===== src/mhs_pkg.sv =====
package mhs_pkg;

   localparam int unsigned CSR_INDEX_WIDTH = 3;
   localparam int unsigned CSR_DATA_WIDTH  = 20;

   typedef enum logic [CSR_INDEX_WIDTH-1:0] {
      CSR_NOMINAL_AIR_TEMP     = 3'd0,
      CSR_NOMINAL_PROCESS_TEMP = 3'd1,
      CSR_NOMINAL_SPEED        = 3'd2,
      CSR_NOMINAL_TORQUE       = 3'd3,
      CSR_CRITICAL_LEVEL       = 3'd4,
      CSR_WARNING_LEVEL        = 3'd5
   } csr_index_type;

   typedef enum logic [1:0] {
      STATUS_HEALTHY  = 2'd0,
      STATUS_WARNING  = 2'd1,
      STATUS_CRITICAL = 2'd2
   } health_status_type;

   localparam logic [12:0] RESET_NOMINAL_AIR_TEMP     = 13'd2980;
   localparam logic [12:0] RESET_NOMINAL_PROCESS_TEMP = 13'd3090;
   localparam logic [12:0] RESET_NOMINAL_SPEED        = 13'd1500;
   localparam logic [10:0] RESET_NOMINAL_TORQUE       = 11'd400;
   localparam logic [19:0] RESET_CRITICAL_LEVEL       = 20'd400000;
   localparam logic [19:0] RESET_WARNING_LEVEL        = 20'd700000;

   localparam logic [13:0] FULL_SCORE = 14'd10000;

endpackage


===== src/machine_health_score.sv =====
// Machine health scorer. Each transfer on the req_ channel carries one telemetry
// sample; one rsp_ transfer returns its temperature, speed, torque and wear
// scores (hundredths of a point), the weighted composite
// 35*wear + 25*temp + 25*torque + 15*speed (ten-thousandths) and a status of
// healthy, warning or critical against the two csr_ levels. The block is a
// two-register pipeline: samples are captured in an input register, scored by
// constant multiplies and compares, and held in a result register. It takes
// one sample per cycle while rsp_stall is low; rsp_stall backs up through
// req_stall. Write the csr_ registers only while no sample is in flight.
module machine_health_score (
   input  logic                                 clock,
   input  logic                                 reset,
   input  logic                                 req_valid,
   output logic                                 req_stall,
   input  logic [12:0]                          req_air_temp,
   input  logic [12:0]                          req_process_temp,
   input  logic [12:0]                          req_spindle_speed,
   input  logic [10:0]                          req_torque_sample,
   input  logic [9:0]                           req_tool_wear,
   output logic                                 rsp_valid,
   input  logic                                 rsp_stall,
   output logic [13:0]                          rsp_temp_score,
   output logic signed [14:0]                   rsp_speed_score,
   output logic signed [14:0]                   rsp_torque_score,
   output logic signed [14:0]                   rsp_wear_score,
   output logic signed [20:0]                   rsp_health_score,
   output logic [1:0]                           rsp_health_status,
   input  logic                                 csr_write_enable,
   input  logic [mhs_pkg::CSR_INDEX_WIDTH-1:0]  csr_index,
   input  logic [mhs_pkg::CSR_DATA_WIDTH-1:0]   csr_data
);

   // configuration
   logic [12:0] nom_air_ff;
   logic [12:0] nom_proc_ff;
   logic [12:0] nom_speed_ff;
   logic [10:0] nom_torque_ff;
   logic [19:0] crit_level_ff;
   logic [19:0] warn_level_ff;

   always_ff @(posedge clock) begin
      if (reset) begin
         nom_air_ff    <= mhs_pkg::RESET_NOMINAL_AIR_TEMP;
         nom_proc_ff   <= mhs_pkg::RESET_NOMINAL_PROCESS_TEMP;
         nom_speed_ff  <= mhs_pkg::RESET_NOMINAL_SPEED;
         nom_torque_ff <= mhs_pkg::RESET_NOMINAL_TORQUE;
         crit_level_ff <= mhs_pkg::RESET_CRITICAL_LEVEL;
         warn_level_ff <= mhs_pkg::RESET_WARNING_LEVEL;
      end else if (csr_write_enable) begin
         unique case (csr_index)
            mhs_pkg::CSR_NOMINAL_AIR_TEMP:     nom_air_ff    <= csr_data[12:0];
            mhs_pkg::CSR_NOMINAL_PROCESS_TEMP: nom_proc_ff   <= csr_data[12:0];
            mhs_pkg::CSR_NOMINAL_SPEED:        nom_speed_ff  <= csr_data[12:0];
            mhs_pkg::CSR_NOMINAL_TORQUE:       nom_torque_ff <= csr_data[10:0];
            mhs_pkg::CSR_CRITICAL_LEVEL:       crit_level_ff <= csr_data[19:0];
            mhs_pkg::CSR_WARNING_LEVEL:        warn_level_ff <= csr_data[19:0];
            default: ;
         endcase
      end
   end

   // pipeline control
   logic in_valid_ff;
   logic out_valid_ff;
   logic out_load;
   logic in_load;

   assign out_load  = !out_valid_ff || !rsp_stall;
   assign in_load   = !in_valid_ff || out_load;
   assign req_stall = !in_load;

   always_ff @(posedge clock) begin
      if (reset) begin
         in_valid_ff  <= 1'b0;
         out_valid_ff <= 1'b0;
      end else begin
         if (in_load) begin
            in_valid_ff <= req_valid;
         end
         if (out_load) begin
            out_valid_ff <= in_valid_ff;
         end
      end
   end

   // input register
   logic [12:0] air_ff;
   logic [12:0] proc_ff;
   logic [12:0] speed_ff;
   logic [10:0] torque_ff;
   logic [9:0]  wear_ff;

   always_ff @(posedge clock) begin
      if (in_load && req_valid) begin
         air_ff    <= req_air_temp;
         proc_ff   <= req_process_temp;
         speed_ff  <= req_spindle_speed;
         torque_ff <= req_torque_sample;
         wear_ff   <= req_tool_wear;
      end
   end

   // scoring
   logic [12:0]        air_dev;
   logic [12:0]        proc_dev;
   logic [12:0]        speed_dev;
   logic [10:0]        torque_dev;
   logic [18:0]        temp_penalty;
   logic [13:0]        temp_in;
   logic signed [17:0] speed_dev_s;
   logic signed [17:0] torque_dev_s;
   logic signed [17:0] torque_s;
   logic signed [17:0] wear_s;
   logic signed [17:0] speed_wide;
   logic signed [17:0] torque_wide;
   logic signed [17:0] wear_wide;
   logic signed [14:0] speed_in;
   logic signed [14:0] torque_in;
   logic signed [14:0] wear_in;
   logic signed [21:0] total_wide;
   logic signed [20:0] total_in;
   mhs_pkg::health_status_type status_in;

   always_comb begin
      air_dev    = (air_ff >= nom_air_ff) ? air_ff - nom_air_ff : nom_air_ff - air_ff;
      proc_dev   = (proc_ff >= nom_proc_ff) ? proc_ff - nom_proc_ff : nom_proc_ff - proc_ff;
      speed_dev  = (speed_ff >= nom_speed_ff) ? speed_ff - nom_speed_ff
                                              : nom_speed_ff - speed_ff;
      torque_dev = (torque_ff >= nom_torque_ff) ? torque_ff - nom_torque_ff
                                                : nom_torque_ff - torque_ff;

      // 20 per 0.1 K of air deviation, 15 per 0.1 K of process deviation
      temp_penalty = 19'(air_dev) * 19'd20 + 19'(proc_dev) * 19'd15;
      if (temp_penalty >= 19'(mhs_pkg::FULL_SCORE)) begin
         temp_in = '0;
      end else begin
         temp_in = mhs_pkg::FULL_SCORE - temp_penalty[13:0];
      end

      speed_dev_s  = $signed({5'd0, speed_dev});
      torque_dev_s = $signed({7'd0, torque_dev});
      torque_s     = $signed({7'd0, torque_ff});
      wear_s       = $signed({8'd0, wear_ff});

      // step from 10000 to 9000 at a deviation of 200 is intended
      priority if (speed_dev < 13'd200) begin
         speed_wide = 18'sd10000;
      end else if (speed_dev < 13'd500) begin
         speed_wide = 18'sd9400 - 18'sd2 * speed_dev_s;
      end else begin
         speed_wide = 18'sd7500 - speed_dev_s;
      end

      priority if (torque_dev < 11'd50) begin
         torque_wide = 18'sd10000;
      end else if (torque_dev < 11'd150) begin
         torque_wide = 18'sd9750 - 18'sd5 * torque_dev_s;
      end else if (torque_ff > 11'd600) begin
         torque_wide = 18'sd10000 - 18'sd5 * torque_s;
      end else begin
         torque_wide = 18'sd7500;
      end

      priority if (wear_ff < 10'd50) begin
         wear_wide = 18'sd10000;
      end else if (wear_ff < 10'd150) begin
         wear_wide = 18'sd12500 - 18'sd50 * wear_s;
      end else if (wear_ff < 10'd250) begin
         wear_wide = 18'sd15000 - 18'sd50 * wear_s;
      end else begin
         wear_wide = 18'sd5000 - 18'sd10 * wear_s;
      end

      speed_in  = speed_wide[14:0];
      torque_in = torque_wide[14:0];
      wear_in   = wear_wide[14:0];

      total_wide = 22'sd35 * 22'(wear_in)
                 + 22'sd25 * ($signed({8'd0, temp_in}) + 22'(torque_in))
                 + 22'sd15 * 22'(speed_in);
      total_in = total_wide[20:0];

      // critical test first, so it wins when the levels are out of order
      priority if (total_wide < $signed({2'b00, crit_level_ff})) begin
         status_in = mhs_pkg::STATUS_CRITICAL;
      end else if (total_wide < $signed({2'b00, warn_level_ff})) begin
         status_in = mhs_pkg::STATUS_WARNING;
      end else begin
         status_in = mhs_pkg::STATUS_HEALTHY;
      end
   end

   // result register
   logic [13:0]                temp_ff;
   logic signed [14:0]         speed_score_ff;
   logic signed [14:0]         torque_score_ff;
   logic signed [14:0]         wear_score_ff;
   logic signed [20:0]         total_ff;
   mhs_pkg::health_status_type status_ff;

   always_ff @(posedge clock) begin
      if (out_load && in_valid_ff) begin
         temp_ff         <= temp_in;
         speed_score_ff  <= speed_in;
         torque_score_ff <= torque_in;
         wear_score_ff   <= wear_in;
         total_ff        <= total_in;
         status_ff       <= status_in;
      end
   end

   assign rsp_valid         = out_valid_ff;
   assign rsp_temp_score    = temp_ff;
   assign rsp_speed_score   = speed_score_ff;
   assign rsp_torque_score  = torque_score_ff;
   assign rsp_wear_score    = wear_score_ff;
   assign rsp_health_score  = total_ff;
   assign rsp_health_status = status_ff;

endmodule


===== config.mk =====
export PLATFORM = sky130hd
export DESIGN_NAME = machine_health_score
export DESIGN_NICKNAME = d
export VERILOG_FILES = /design/src/mhs_pkg.sv /design/src/machine_health_score.sv
export SDC_FILE = /design/constraint.sdc
export NUM_CORES = 1
export LEC_CHECK = 0
export ABC_AREA = 1
export BUFFER_PORTS_ARGS = -buffer_cell sky130_fd_sc_hd__buf_2
export CORE_MARGIN = 2
export CORE_UTILIZATION = 50
export CTS_CLUSTER_DIAMETER = 40
export CTS_CLUSTER_SIZE = 24
export DETAILED_ROUTE_END_ITERATION = 8
export GPL_ROUTABILITY_DRIVEN = 0
export PLACE_DENSITY = 0.79
export SYNTH_ARGS = -nofsm -noshare
export SYNTH_HDL_FRONTEND = slang
export SYNTH_SLANG_ARGS = --single-unit

===== constraint.sdc =====
create_clock -name clock -period 15.75 [get_ports clock]
set_clock_uncertainty 0.05 [all_clocks]
set_input_delay 0.7875 -clock clock [delete_from_list [all_inputs] [get_ports clock]]
set_output_delay 0.7875 -clock clock [all_outputs]
set_load 0.1 [all_outputs]

==> summary.txt <==
Routing
  – Initial DRC count: 1895
  – Routed Antenna Nets: 0
  – Wire per inst: 16.86 um
  – Vias/cell: 5.379
  – Via count: 22.46k
  – First-pass DRT Iterations: 6
  – Routed WL: 70400 um
  – DRC violations left: 0

Logic synthesis
  – Mapped Avg Cell Area: 8.114 um2
  – Post-synthesis cell area: 0.02647 mm2
  – Post-synth net total: 3941
  – FF+latch count, synth: 233
  – Yosys cell types: 64
  – Synth warn: 0
  – Number of synthesized flops with an enable pin: 141
  – Synth top area share: 20.00%
  – Ys async rst share: 0%
  – Primary FF master, synth: edfxtp_1
  – Synth Instances: 3262
  – Sequential share of the synthesized area: 22.96%
  – Synth top area cells: ha_1 (20%), edfxtp_1 (16%), fa_1 (13%)
  – Largest area contributor in the netlist: ha_1

Clocking
  – H-tree depth: 2
  – Clock Path Buffers: 3
  – Sink Count: 233
  – CTS tree: yes
  – Worst skew pair latency: 0.60 ns
  – Clock Pin Slew Worst Setup and Hold Paths: 0.06 ns
  – # hold bufs at CTS: 0
  – Total CTS buffers: 44
  – Root Driver: clkbuf_16

Die
  – Chip width: 234.1 um
  – DIE AREA: 0.05479 mm2
  – Core Footprint: 0.05245 mm2
  – Initial Utilization: 50.47%
  – Row count: 84
  – I/O pin count: 172
  – DIE HEIGHT: 234.1 um

Outcome
  – Outcome: finished, final reports clean

Global route
  – Vias in the first global route: 21.88k
  – Total track usage: 25.89%
  – Global-route wire length before repair: 111200 um
  – Largest net degree at the start of global routing: 65
  – Initial antenna violation count: 2
  – Grt ovf: 0

Hold path
  – Hold Crit Class: input pin to flip-flop

Setup path
  – CP max-delay cell: fa_1
  – Critical path data required time: 16.03 ns
  – Worst path buffer plus inverter count: 6
  – WP data arrival: 14.90 ns
  – Critical path type: flip-flop to flip-flop
  – CP top delay family: adder cells
  – R2R Setup Slk: 1.13 ns
  – CP max stage delay: 0.58 ns
  – CP startpoint kind: flip-flop
  – CP dominant cell by count: nand2_1
  – Max Fanout on Critical Path: 19
  – Critical Path Sink Type: flip-flop

Placed design
  – Final HPWL DP: 56310 um
  – Input/output buffers: 170

Timing
  – Sum Neg Setup Slack: 0 ns
  – Final setup viols: 0
  – Slew Limit Headroom: 29.14%
  – Final hold slack: 0.3164 ns
  – Worst-Margin Slew: 1.059 ns
  – Slew Viols, Final: 0
  – Unrepaired setup endpoints after global routing: no
  – FMAX: 68.42 MHz
  – Fin crit share: 92.80%
  – Shortest period the worst path allows: 14.62 ns
  – Fin. Hold Viols: 0

Run
  – Maxcap violations: 0

Final layout
  – Synthesis-to-finish area growth: 12.12%
  – Commonest non-fill, non-tap cells in the layout: inv_1 (724), nand2_1 (476), ha_1 (423)
  – Layout fillers: 4574
  – Layout cells sized above 1: 10.18%
  – Commonest non-fill, non-tap cell in the layout: inv_1
  – # nets final: 4130
-- path summary, 6_finish.rpt --
check | from | end | depth (start not counted)
setup reg to reg | nom_proc_ff[7] | rsp_health_status[0] | 67
hold reg to reg | crit_level_ff[5] | crit_level_ff[5] | 2
setup / recovery | nom_proc_ff[7] | rsp_health_status[0] | 67
hold / removal | req_air_temp[5] | air_ff[5] | 1
-- per-layer routing --
layer	part of all wire [%]	vias to the layer above	GRT usage, %
met3	7.4	158	4.572
met1	43	10500	33.27
met4	4.3	0	11.47
met5	0	-	0
li1	-	11010	-
met2	46	795	42.64
-- stage by stage --
stage / worst slack (ns) / std cells / cell area (um2) / utilization (%)
after floorplan: 2.229 / 3262 / 26470 / -
after global placement: 0.9435 / 4089 / 28070 / 53.53
after detailed placement: 0.6378 / 4089 / 28070 / 53.53
after CTS: 0.4758 / 4171 / 29570 / 56.38
after global routing: 0.01172 / 4175 / 29670 / 56.58
final: 1.133 / 4176 / 29670 / 56.58
-- logic make-up after synthesis --
kind of cell	after synthesis	share of synthesized area, %
buf+inv	781	11.19
xor+xnor	147	4.865
fa+ha+maj	591	32.70
flops	233	22.96
simple gates	892	14.93
mux	5	0.1938
other cells	1	0.01417
compound gates	612	13.14
-- registers in the layout, summed over array words and instances (netlist names), 10 cells and up --
| name | cells |
|---|---|
| air_ff | 13 |
| crit_level_ff | 20 |
| nom_air_ff | 13 |
| nom_proc_ff | 13 |
| nom_speed_ff | 13 |
| nom_torque_ff | 11 |
| proc_ff | 13 |
| rsp_health_score | 21 |
| rsp_speed_score | 15 |
| rsp_temp_score | 14 |
| rsp_torque_score | 15 |
| rsp_wear_score | 14 |
| speed_ff | 13 |
| torque_ff | 11 |
| warn_level_ff | 20 |
| wear_ff | 10 |
-- cells in the mapped netlist, drive strengths merged (19+ instances only) --
master / instances
xnor2: 43
nand3: 121
clkbuf: 30
nand4: 33
inv: 741
a21oi: 274
edfxtp: 141
nor2: 175
dfxtp: 92
fa: 168
o21ai: 189
ha: 423
o211ai: 45
xor2: 104
nand2: 506
nor3: 31
o21bai: 19
-- layout make-up --
type                    instances  area (um2)  share of cell area, %
multi-input cells            2248       17510                  59.02
flip-flops and latches        233        6076                  20.47
well taps                     688       860.8                  2.901
diodes                          1       2.502               0.008433
clock inverters                35       380.4                  1.282
repair buffers                182       940.9                  3.171
inverters                     742        2788                  9.394
clock buffers                  47        1112                  3.748
-- repair_timing --
item / 4_1_cts / 5_1_grt
setup buffers: 0 / 4
resized for setup: 0 / 15
endpoints found under the setup margin: 0 / 5
Power is not shown: default switching activity piles up to over one toggle a cycle in this logic, so the estimate is an artifact.
